### config.mk
export PLATFORM = sky130hd
export DESIGN_NAME = contiguous_page_bitmap_allocator_top
export DESIGN_NICKNAME = d
export VERILOG_FILES = /design/src/rtl/cpba_pkg.sv /design/src/rtl/cpba_ram.sv /design/src/rtl/cpba_ctrl.sv /design/src/rtl/cpba_dp.sv /design/src/rtl/contiguous_page_bitmap_allocator_top.sv
export SDC_FILE = /design/constraint.sdc
export NUM_CORES = 2
export LEC_CHECK = 0
export ABC_AREA = 1
export BUFFER_PORTS_ARGS = -buffer_cell sky130_fd_sc_hd__clkbuf_2
export CAP_MARGIN = 40
export CELL_PAD_IN_SITES_DETAIL_PLACEMENT = 0
export CELL_PAD_IN_SITES_GLOBAL_PLACEMENT = 1
export CORE_ASPECT_RATIO = 2
export CORE_MARGIN = 2
export CORE_UTILIZATION = 40
export DETAILED_ROUTE_END_ITERATION = 10
export GPL_TIMING_DRIVEN = 0
export PLACE_DENSITY_LB_ADDON = 0.1
export REMOVE_ABC_BUFFERS = 1
export SETUP_SLACK_MARGIN = 0.02
export SLEW_MARGIN = 20
export SYNTH_ARGS = -nofsm -noshare
export SYNTH_HDL_FRONTEND = slang
export SYNTH_SLANG_ARGS = --single-unit
export TNS_END_PERCENT = 1
### constraint.sdc
create_clock -name clk -period 9.9 [get_ports clk]
set_clock_uncertainty 0.1 [all_clocks]
set_input_delay 0.495 -clock clk [delete_from_list [all_inputs] [get_ports clk]]
set_output_delay 0.495 -clock clk [all_outputs]
set_load 0.02 [all_outputs]
### src/rtl/cpba_pkg.sv
`timescale 1ns / 1ps
// ----------------------------------------------------------------------------
// cpba_pkg
// Shared types and constants for the first-fit page bitmap allocator:
// payload structs, status codes and the controller/datapath interface.
// ----------------------------------------------------------------------------
package cpba_pkg;

  // Field widths
  localparam int ADDR_W = 48;
  localparam int SIZE_W = 32;
  localparam int STAT_W = 2;

  // Default pool size in pages
  localparam int POOL_PAGES_DEF = 1024;

  // Page size (power of two) and derived shift
  localparam int PAGE_BYTES = 4096;
  localparam int PAGE_SHIFT = $clog2(PAGE_BYTES);

  // Width of a rounded-up page count and of a page offset from the base
  localparam int CNT_W   = SIZE_W - PAGE_SHIFT + 1;
  localparam int FIRST_W = ADDR_W - PAGE_SHIFT;

  // Bitmap word width
  localparam int WORD_W = 32;

  // Operation codes
  localparam logic FUNC_ALLOC = 1'b0;
  localparam logic FUNC_FREE  = 1'b1;

  // Result status codes
  localparam logic [STAT_W-1:0] ST_DONE    = 2'd0;
  localparam logic [STAT_W-1:0] ST_CHECK   = 2'd1;
  localparam logic [STAT_W-1:0] ST_NOSPACE = 2'd2;

  typedef struct packed {
    logic              func;
    logic [SIZE_W-1:0] byte_size;
    logic [ADDR_W-1:0] free_address;
  } in_item_t;

  typedef struct packed {
    logic [ADDR_W-1:0] run_address;
    logic [STAT_W-1:0] status;
  } out_item_t;

  // Commands from controller to datapath
  typedef struct packed {
    logic clr_step;
    logic load;
    logic calc;
    logic decide;
    logic scan_step;
    logic prep;
    logic mark_step;
    logic resp;
  } cpba_cmd_t;

  // Status from datapath to controller
  typedef struct packed {
    logic clr_done;
    logic reject;
    logic is_free;
    logic found;
    logic scan_last;
    logic mark_last;
  } cpba_sts_t;

endpackage

### src/rtl/cpba_ram.sv
`timescale 1ns / 1ps
// ----------------------------------------------------------------------------
// cpba_ram
// Generic simple dual-port RAM: one write port, one read port, registered
// read data.
// ----------------------------------------------------------------------------
module cpba_ram #(
  parameter int WIDTH = 32,
  parameter int DEPTH = 32,
  parameter int AW    = (DEPTH > 1) ? $clog2(DEPTH) : 1
) (
  input  logic             clk,
  input  logic             wr_en,
  input  logic [AW-1:0]    wr_addr,
  input  logic [WIDTH-1:0] wr_data,
  input  logic             rd_en,
  input  logic [AW-1:0]    rd_addr,
  output logic [WIDTH-1:0] rd_data
);

  logic [WIDTH-1:0] mem_r [DEPTH];
  logic [WIDTH-1:0] rd_data_r;

  // Write port and registered read port
  always_ff @(posedge clk) begin
    if (wr_en) begin
      mem_r[wr_addr] <= wr_data;
    end
    if (rd_en) begin
      rd_data_r <= mem_r[rd_addr];
    end
  end

  assign rd_data = rd_data_r;

endmodule

### src/rtl/cpba_ctrl.sv
`timescale 1ns / 1ps
// ----------------------------------------------------------------------------
// cpba_ctrl
// Controller: sequences bitmap clearing, request checks, first-fit scan,
// run marking and result transfer; drives the handshakes.
// ----------------------------------------------------------------------------
module cpba_ctrl (
  input  logic                clk,
  input  logic                rst_n,
  input  logic                in_valid,
  output logic                in_ready,
  output logic                out_valid,
  input  logic                out_ready,
  input  cpba_pkg::cpba_sts_t sts,
  output cpba_pkg::cpba_cmd_t cmd
);

  typedef enum logic [2:0] {
    S_CLR,
    S_IDLE,
    S_CALC,
    S_DECIDE,
    S_SCAN,
    S_PREP,
    S_MARK,
    S_RESP
  } state_t;

  state_t state_r, state_nxt;
  logic   out_valid_r, out_valid_nxt;

  // Next state and commands
  always_comb begin
    state_nxt     = state_r;
    out_valid_nxt = out_valid_r;
    cmd           = '0;
    if (out_valid_r && out_ready) begin
      out_valid_nxt = 1'b0;
    end
    unique case (state_r)
      S_CLR: begin
        cmd.clr_step = 1'b1;
        if (sts.clr_done) begin
          state_nxt = S_IDLE;
        end
      end
      S_IDLE: begin
        if (in_valid) begin
          cmd.load  = 1'b1;
          state_nxt = S_CALC;
        end
      end
      S_CALC: begin
        cmd.calc  = 1'b1;
        state_nxt = S_DECIDE;
      end
      S_DECIDE: begin
        cmd.decide = 1'b1;
        if (sts.reject) begin
          state_nxt = S_RESP;
        end else if (sts.is_free) begin
          state_nxt = S_PREP;
        end else begin
          state_nxt = S_SCAN;
        end
      end
      S_SCAN: begin
        cmd.scan_step = 1'b1;
        if (sts.found) begin
          state_nxt = S_PREP;
        end else if (sts.scan_last) begin
          state_nxt = S_RESP;
        end
      end
      S_PREP: begin
        cmd.prep  = 1'b1;
        state_nxt = S_MARK;
      end
      S_MARK: begin
        cmd.mark_step = 1'b1;
        if (sts.mark_last) begin
          state_nxt = S_RESP;
        end
      end
      S_RESP: begin
        // Load the output slot once it is empty or being drained
        if (!out_valid_r || out_ready) begin
          cmd.resp      = 1'b1;
          out_valid_nxt = 1'b1;
          state_nxt     = S_IDLE;
        end
      end
      default: begin
        state_nxt = S_CLR;
      end
    endcase
  end

  // Hold state and output valid
  always_ff @(posedge clk) begin
    if (!rst_n) begin
      state_r     <= S_CLR;
      out_valid_r <= 1'b0;
    end else begin
      state_r     <= state_nxt;
      out_valid_r <= out_valid_nxt;
    end
  end

  assign in_ready  = (state_r == S_IDLE);
  assign out_valid = out_valid_r;

endmodule

### src/rtl/cpba_dp.sv
`timescale 1ns / 1ps
// ----------------------------------------------------------------------------
// cpba_dp
// Datapath: window base register, request checks, byte-serial first-fit
// scan of the page bitmap and word-by-word read-modify-write of a run.
// ----------------------------------------------------------------------------
module cpba_dp #(
  parameter int POOL_PAGES = cpba_pkg::POOL_PAGES_DEF
) (
  input  logic                          clk,
  input  logic                          rst_n,
  input  logic                          cfg_we,
  input  logic [cpba_pkg::ADDR_W-1:0]   cfg_wdata,
  input  cpba_pkg::in_item_t            in_data,
  input  cpba_pkg::cpba_cmd_t           cmd,
  output cpba_pkg::cpba_sts_t           sts,
  output cpba_pkg::out_item_t           out_data
);

  localparam int MAP_WORDS = (POOL_PAGES + cpba_pkg::WORD_W - 1) / cpba_pkg::WORD_W;
  localparam int AW        = (MAP_WORDS > 1) ? $clog2(MAP_WORDS) : 1;
  localparam int PGW       = AW + 5;
  localparam int RW        = $clog2(POOL_PAGES + 1);
  localparam int CW        = cpba_pkg::CNT_W;
  localparam int FW        = cpba_pkg::FIRST_W;
  localparam int ADDR_W    = cpba_pkg::ADDR_W;
  localparam int SIZE_W    = cpba_pkg::SIZE_W;
  localparam int WORD_W    = cpba_pkg::WORD_W;

  localparam logic [AW-1:0] LAST_W  = AW'(MAP_WORDS - 1);
  localparam logic [PGW:0]  POOL_PG = (PGW + 1)'(POOL_PAGES);
  localparam logic [CW-1:0] POOL_C  = CW'(POOL_PAGES);
  localparam logic [FW:0]   POOL_F  = (FW + 1)'(POOL_PAGES);

  // Request and configuration registers
  cpba_pkg::in_item_t            req_r;
  logic [ADDR_W-1:0]             base_r;
  logic [CW-1:0]                 cnt_r;
  logic [FW-1:0]                 first_r;
  logic                          below_r;

  // Scan and mark state
  logic [AW-1:0]                 w_r;
  logic [1:0]                    b_r;
  logic [RW-1:0]                 run_r;
  logic [PGW-1:0]                start_r;
  logic [PGW-1:0]                s_r;
  logic [PGW-1:0]                e_r;

  // Pending result and output register
  logic [cpba_pkg::STAT_W-1:0]   stat_r;
  logic [ADDR_W-1:0]             raddr_r;
  cpba_pkg::out_item_t           out_r;

  // Bitmap RAM ports
  logic                          ram_we;
  logic [AW-1:0]                 ram_waddr;
  logic [WORD_W-1:0]             ram_wdata;
  logic                          ram_re;
  logic [AW-1:0]                 ram_raddr;
  logic [WORD_W-1:0]             ram_rdata;

  // Combinational helpers
  logic [SIZE_W:0]               size_sum;
  logic [ADDR_W:0]               addr_diff;
  logic [FW:0]                   free_end;
  logic                          reject;
  logic [7:0]                    scan_byte;
  logic [RW-1:0]                 run_v;
  logic [PGW-1:0]                start_v;
  logic                          hit_v;
  logic [PGW-1:0]                hit_start;
  logic                          scan_last;
  logic [WORD_W-1:0]             mark_mask;

  cpba_ram #(
    .WIDTH (WORD_W),
    .DEPTH (MAP_WORDS),
    .AW    (AW)
  ) u_map_ram (
    .clk     (clk),
    .wr_en   (ram_we),
    .wr_addr (ram_waddr),
    .wr_data (ram_wdata),
    .rd_en   (ram_re),
    .rd_addr (ram_raddr),
    .rd_data (ram_rdata)
  );

  // Round size up to pages and take the offset from the window base
  assign size_sum  = {1'b0, req_r.byte_size} + (SIZE_W + 1)'(cpba_pkg::PAGE_BYTES - 1);
  assign addr_diff = {1'b0, req_r.free_address} - {1'b0, base_r};

  // Check the request against the pool
  assign free_end = (FW + 1)'(first_r) + (FW + 1)'(cnt_r);
  always_comb begin
    if (req_r.func == cpba_pkg::FUNC_FREE) begin
      reject = (cnt_r == '0) || below_r || (free_end > POOL_F);
    end else begin
      reject = (cnt_r == '0) || (cnt_r > POOL_C);
    end
  end

  // Walk one bitmap byte; pages past the pool count as used
  assign scan_byte = ram_rdata[{b_r, 3'b000} +: 8];
  always_comb begin
    logic [PGW-1:0] page_v;
    logic           used_v;
    run_v     = run_r;
    start_v   = start_r;
    hit_v     = 1'b0;
    hit_start = start_r;
    for (int j = 0; j < 8; j++) begin
      page_v = {w_r, b_r, 3'(j)};
      used_v = scan_byte[j] || ({1'b0, page_v} >= POOL_PG);
      if (!hit_v) begin
        if (used_v) begin
          run_v = '0;
        end else begin
          if (run_v == '0) begin
            start_v = page_v;
          end
          run_v = run_v + 1'b1;
          if (run_v == cnt_r[RW-1:0]) begin
            hit_v     = 1'b1;
            hit_start = start_v;
          end
        end
      end
    end
  end
  assign scan_last = (w_r == LAST_W) && (b_r == 2'd3);

  // Bits of the current word that fall inside the run
  always_comb begin
    logic [PGW-1:0] page_v;
    for (int j = 0; j < WORD_W; j++) begin
      page_v       = {w_r, 5'(j)};
      mark_mask[j] = (page_v >= s_r) && (page_v <= e_r);
    end
  end

  // RAM port control
  always_comb begin
    ram_we    = 1'b0;
    ram_waddr = w_r;
    ram_wdata = '0;
    ram_re    = 1'b0;
    ram_raddr = w_r + 1'b1;
    if (cmd.clr_step) begin
      ram_we = 1'b1;
    end
    if (cmd.mark_step) begin
      ram_we    = 1'b1;
      ram_wdata = (req_r.func == cpba_pkg::FUNC_FREE) ? (ram_rdata & ~mark_mask)
                                                      : (ram_rdata | mark_mask);
      ram_re    = (w_r != e_r[PGW-1:5]);
    end
    if (cmd.decide) begin
      ram_re    = 1'b1;
      ram_raddr = '0;
    end
    if (cmd.scan_step && !hit_v && (b_r == 2'd3)) begin
      // Prefetch the next word while the last byte is checked
      ram_re = 1'b1;
    end
    if (cmd.prep) begin
      ram_re    = 1'b1;
      ram_raddr = s_r[PGW-1:5];
    end
  end

  // Control-side counters
  always_ff @(posedge clk) begin
    if (!rst_n) begin
      w_r <= '0;
      b_r <= '0;
    end else begin
      if (cmd.clr_step || (cmd.mark_step && (w_r != e_r[PGW-1:5]))) begin
        w_r <= w_r + 1'b1;
      end
      if (cmd.decide) begin
        w_r <= '0;
        b_r <= '0;
      end
      if (cmd.scan_step && !hit_v && !scan_last) begin
        b_r <= b_r + 1'b1;
        if (b_r == 2'd3) begin
          w_r <= w_r + 1'b1;
        end
      end
      if (cmd.prep) begin
        w_r <= s_r[PGW-1:5];
      end
    end
  end

  // Window base register
  always_ff @(posedge clk) begin
    if (!rst_n) begin
      base_r <= '0;
    end else if (cfg_we) begin
      base_r <= cfg_wdata;
    end
  end

  // Request, checks, scan and result payload
  always_ff @(posedge clk) begin
    if (cmd.load) begin
      req_r <= in_data;
    end
    if (cmd.calc) begin
      cnt_r   <= size_sum[SIZE_W:cpba_pkg::PAGE_SHIFT];
      below_r <= addr_diff[ADDR_W];
      first_r <= addr_diff[ADDR_W-1:cpba_pkg::PAGE_SHIFT];
    end
    if (cmd.decide) begin
      run_r   <= '0;
      start_r <= '0;
      s_r     <= first_r[PGW-1:0];
      raddr_r <= '0;
      stat_r  <= cpba_pkg::ST_CHECK;
    end
    if (cmd.scan_step) begin
      run_r   <= run_v;
      start_r <= start_v;
      if (hit_v) begin
        s_r <= hit_start;
      end else if (scan_last) begin
        stat_r <= cpba_pkg::ST_NOSPACE;
      end
    end
    if (cmd.prep) begin
      e_r    <= s_r + PGW'(cnt_r) - 1'b1;
      stat_r <= cpba_pkg::ST_DONE;
      if (req_r.func == cpba_pkg::FUNC_ALLOC) begin
        raddr_r <= base_r + (ADDR_W'(s_r) << cpba_pkg::PAGE_SHIFT);
      end
    end
    if (cmd.resp) begin
      out_r.run_address <= raddr_r;
      out_r.status      <= stat_r;
    end
  end

  assign sts.clr_done  = (w_r == LAST_W);
  assign sts.reject    = reject;
  assign sts.is_free   = (req_r.func == cpba_pkg::FUNC_FREE);
  assign sts.found     = hit_v;
  assign sts.scan_last = scan_last;
  assign sts.mark_last = (w_r == e_r[PGW-1:5]);
  assign out_data      = out_r;

endmodule

### src/rtl/contiguous_page_bitmap_allocator_top.sv
`timescale 1ns / 1ps
// Flow: a rejected request goes straight to its result; a free clears the bitmap words
// its run touches; an allocate scans the bitmap byte by byte, then sets the words of the
// run it finds or reports no space.
// Throughput: one item at a time; the byte-per-cycle bitmap scan sets the rate.
// Reset: synchronous; a clearing pass writes ceil(POOL_PAGES/32) bitmap words, one
// per cycle, with in_ready low; window_base resets to zero.
// ----------------------------------------------------------------------------
// contiguous_page_bitmap_allocator_top
// First-fit contiguous page allocator over a bitmap held in RAM.
// ----------------------------------------------------------------------------
module contiguous_page_bitmap_allocator_top #(
  parameter int POOL_PAGES = cpba_pkg::POOL_PAGES_DEF
) (
  input  logic                        clk,
  input  logic                        rst_n,
  input  logic                        cfg_we,
  input  logic [cpba_pkg::ADDR_W-1:0] cfg_wdata,
  input  logic                        in_valid,
  output logic                        in_ready,
  input  cpba_pkg::in_item_t          in_data,
  output logic                        out_valid,
  input  logic                        out_ready,
  output cpba_pkg::out_item_t         out_data
);

  cpba_pkg::cpba_cmd_t cmd;
  cpba_pkg::cpba_sts_t sts;

  cpba_ctrl u_ctrl (
    .clk       (clk),
    .rst_n     (rst_n),
    .in_valid  (in_valid),
    .in_ready  (in_ready),
    .out_valid (out_valid),
    .out_ready (out_ready),
    .sts       (sts),
    .cmd       (cmd)
  );

  cpba_dp #(
    .POOL_PAGES (POOL_PAGES)
  ) u_dp (
    .clk       (clk),
    .rst_n     (rst_n),
    .cfg_we    (cfg_we),
    .cfg_wdata (cfg_wdata),
    .in_data   (in_data),
    .cmd       (cmd),
    .sts       (sts),
    .out_data  (out_data)
  );

`ifndef SYNTHESIS
  // One request in flight: ready drops after every input transfer
  a_one_in_flight: assert property (@(posedge clk) disable iff (!rst_n)
    in_valid && in_ready |=> !in_ready)
    else $error("input accepted while a request is in progress");

  // Only a completed allocate carries an address
  a_addr_only_done: assert property (@(posedge clk) disable iff (!rst_n)
    out_valid && (out_data.status != cpba_pkg::ST_DONE) |-> out_data.run_address == '0)
    else $error("nonzero run address on a failed request");

  // A search hit always goes on to mark the run
  a_hit_marks: assert property (@(posedge clk) disable iff (!rst_n)
    cmd.scan_step && sts.found |=> cmd.prep)
    else $error("search hit not followed by run marking");

  // Reset empties the output slot
  a_reset_out: assert property (@(posedge clk)
    !rst_n |=> !out_valid)
    else $error("result valid after reset");
`endif

endmodule

==> summary.md <==
| Metric | Value |
|---|---|
| Die H | 580 µm |
| Hold wc startpoint | cfg_wdata[40] |
| Most area-consuming cells after synthesis | edfxtp_1, o21ai_0, nor2_1, nand2_1, dfxtp_1 |
| Max incr delay on CP | 680 ps |
| Most frequent CP cell | nand2_1 |
| Width of the chip | 292 µm |
| Main synth FF type | edfxtp_1 |
| I/O Pins | between 150 and 200 |
| Final-report setup violation count | 0 |
| Layout cells sized above 1 | 0.140 |
| Post-synth top area share | 0.577 |
| Commonest non-fill, non-tap cell in the layout | edfxtp_1 |
| Ys Warns | 0 |
| Most frequent cells in the layout | edfxtp_1, nand2_1, nor2_1 |
| # DRC | 0 |
| Worst-Skew Late Latency | slightly below 800 ps |
| Netlist cell types | 71 |
| CTS tree | built |
| Post-layout util | 0.488 |
| WHS | 86.0 ps |
| Slew Limit Headroom | 0.380 |
| Nets@finish | 7072 |
| Drt total wl | 238000 µm |
| Grt total ovfl | 0 |
| CORE AREA | roughly 170000 µm² |
| Reg-to-Reg End | u_dp.u_map_ram.rd_data[26]$_DFFE_PP_ |
| Vias in the first global route | slightly above 50000 |
| Total CTS buffers | 121 |
| Total power | about 19 mW |
| CP Class | reg -> reg |
| Initial antenna violation count | 3 |
| Maxcap violations | 0 |
| Worst path bufs/invs | 12 |
| Slew Viols, Final | 0 |
| Max IR drop VDD | 0.205 mV |
| Post-synth EDFFs | 1276 |
| Tightest Pin Transition | 930 ps |
| Worst-path maximum fanout | 14 |
| CP delay by family, top | simple AND/OR/NAND/NOR gates |
| Root Buffer | clkbuf_16 |
| Clock-pin slew on the worst setup and hold paths | 70 ps |
| Wire per inst | around 26 µm |
| Critical Path RT | about 10000 ps |
| Crit share post-route | 0.945 |
| Hold Path Stages | 3 |
| Filler cells | 14800 |
| Status | complete, no violations |
| Worst r2r path cells | 56 |
| Pre-antenna DRT Iters | 7 |
| Layout area overhead | 21.4% |
| Seq/Total Area, Yosys | 0.613 |
| Avg Inst Size Synth | 10.4 µm² |
| Routed vias | between 50000 and 60000 |
| Clk buf depth | 3 |
| Initial drt markers | 4073 |
| Post-Syn Instances | between 6000 and 7000 |
| CP max-delay cell | edfxtp_1 |
| R2R Path Start | u_dp.cnt_r[9]$_DFFE_PP_ |
| Post-layout minimum cycle time | 9360 ps |
| First-pass GRT wire length | 342000 µm |
| Post-synth top area cell | edfxtp_1 |
| Largest net degree at the start of global routing | ~100 |
| Post-synth ARST share | 0 |
| Rows | 211 |
| Port buffer count | 185 |
| Worst Hold Class | in -> reg |
| H-tree Lvls | 3 |
| Final hold vios | 0 |
| Setup slack, reg-to-reg | between 500 and 600 ps |
| Die Area | 169000 µm² |
| Startpoint class of the critical path | flop |
| Dpl hpwl | 167000 µm |
| Crit path DAT | 9660 ps |
| Clock Sinks | around 1400 |
| Worst Hold End | u_dp.base_r[40]$_SDFFE_PN0P_ |
| Fmax | 0.107 GHz |
| P_leak | 28.9 nW |
| Endpoint class of the critical path | flop |
| Non-Filler Instances | ~9000 |
| Placed insts | ~8600 |
| GRT Total Usage | 0.275 |
| Final ANT Viol Nets | 0 |
| Via density | 5.72 |
| RePlAce Congestion | 0.931 |
| Initial core utilization | 0.402 |
| Setup tns final | 0 ps |
| Power per cell area | 234 nW/µm² |
| Number of synthesized register bits | ~1400 |
| Mapped Area | 66400 µm² |
## sequential cells by signal (all words and copies together), names as in the netlist
name,flops
u_ctrl.out_valid,1
u_ctrl.state_r,3
u_dp.b_r,2
u_dp.base_r,48
u_dp.below_r,1
u_dp.cnt_r,21
u_dp.e_r,10
u_dp.first_r,36
u_dp.out_data,50
u_dp.raddr_r,48
u_dp.ram_waddr,5
u_dp.req_r,80
u_dp.run_r,11
u_dp.s_r,10
u_dp.start_r,10
u_dp.stat_r,2
u_dp.sts,1
u_dp.u_map_ram.mem_r,1024
u_dp.u_map_ram.rd_data,32
## worst min-delay path, cell delays in order
cell      delay [ps]
clkbuf_2          80
o21ai_0          200
a21oi_1          170
## area by class of cell
| cell class | instances | area (µm²) | share of cell area |
|---|---|---|---|
| antenna | 2 | 5.00 | 0.0000621 |
| clock buffer | 141 | 3160 | 0.0392 |
| clock inverter | 86 | 1090 | 0.0135 |
| inverter | 446 | 1770 | 0.0220 |
| multi-input combinational | 4256 | 24000 | 0.298 |
| sequential | 1395 | 40700 | 0.505 |
| tap | 2130 | 2670 | 0.0331 |
| timing repair buffer | 586 | 7220 | 0.0896 |
## logic make-up (layout without fill, tap and decap cells)
logic type	after synthesis	in the layout	share of synthesized area
AND/OR/NAND/NOR	2455	2458	0.161
AO/OA/AOI/OAI	1554	1554	0.141
flip-flops	1395	1395	0.613
buffers and inverters	753	1259	0.0444
adder cells (fa/ha/maj)	132	132	0.0252
XOR/XNOR	112	112	0.0154
other	0	2	0
## worst max path at each step
stage	start	end	depth (start not counted)
after floorplan	u_ctrl.state_r[0]$_SDFFE_PN0P_	u_dp.u_map_ram.rd_data[0]$_DFFE_PP_	11
after global placement	u_ctrl.state_r[2]$_SDFFE_PN0P_	u_dp.u_map_ram.rd_data[9]$_DFFE_PP_	10
after detailed placement	u_dp.b_r[0]$_SDFFE_PN0P_	u_dp.u_map_ram.rd_data[13]$_DFFE_PP_	69
after CTS	u_dp.b_r[0]$_SDFFE_PN0P_	u_dp.u_map_ram.rd_data[26]$_DFFE_PP_	71
after global routing	u_dp.b_r[0]$_SDFFE_PN0P_	u_dp.u_map_ram.rd_data[26]$_DFFE_PP_	71
final	u_dp.cnt_r[9]$_DFFE_PP_	u_dp.u_map_ram.rd_data[26]$_DFFE_PP_	56
## layer usage
metal	up-vias	global-route usage	part of all wire
met3	553	0.0262	0.042
met1	25500	0.298	0.36
met5	-	0	0.00011
met4	4	0.158	0.067
met2	1712	0.517	0.53
li1	23900	-	-
## synth_stat cells, types with 7 or more instances
cell and n:
edfxtp_1 1276, nor2_1 889, nand2_1 886, o21ai_0 771, inv_1 410, nand3_1 389
clkbuf_1 262, a21oi_1 254, o221ai_1 226, ha_1 129, dfxtp_1 119, xor2_1 69
nand4_1 60, o211ai_1 51, a31oi_1 48, a311oi_1 47, nand2_2 43, xnor2_1 40
o22ai_1 39, nor3_1 35, o21ai_1 24, and3_1 23, nor2_2 23, buf_1 21
o31ai_1 21, inv_2 20, nor4_1 18, nand3_2 17, or2_2 16, nor2_4 15
clkinv_1 14, nand2_4 13, nand3b_1 11, a211oi_1 10, buf_6 9, o21a_1 8
buf_2 7, buf_4 7, o211a_1 7, o21ai_2 7
## metrics by stage
step | cell area (µm²) | setup slack [ps]
3_3_place_gp | 68700 | -60900
5_1_grt | 80600 | -24.5
4_1_cts | 80000 | 27.1
3_5_place_dp | 74000 | -2350
6_report | 80600 | 540
2_1_floorplan | 65100 | -24290
## power breakdown
group	total (mW)	switching, mW	internal (mW)
combinational	6.60	4.24	2.35
sequential	7.16	0.196	6.97
clock	5.07	2.27	2.80
## timing repair
item | in CTS | in global routing
gates cloned | 3 | 0
hold buffers | 125 | 0
setup buffers | 19 | 46
setup endpoints to repair | 75 | 75
hold endpoints to repair | 125 | 0
gates resized for setup | 73 | 47
pin swaps | 7 | 23
No activity file was read; power rests on OpenSTA's default activity.
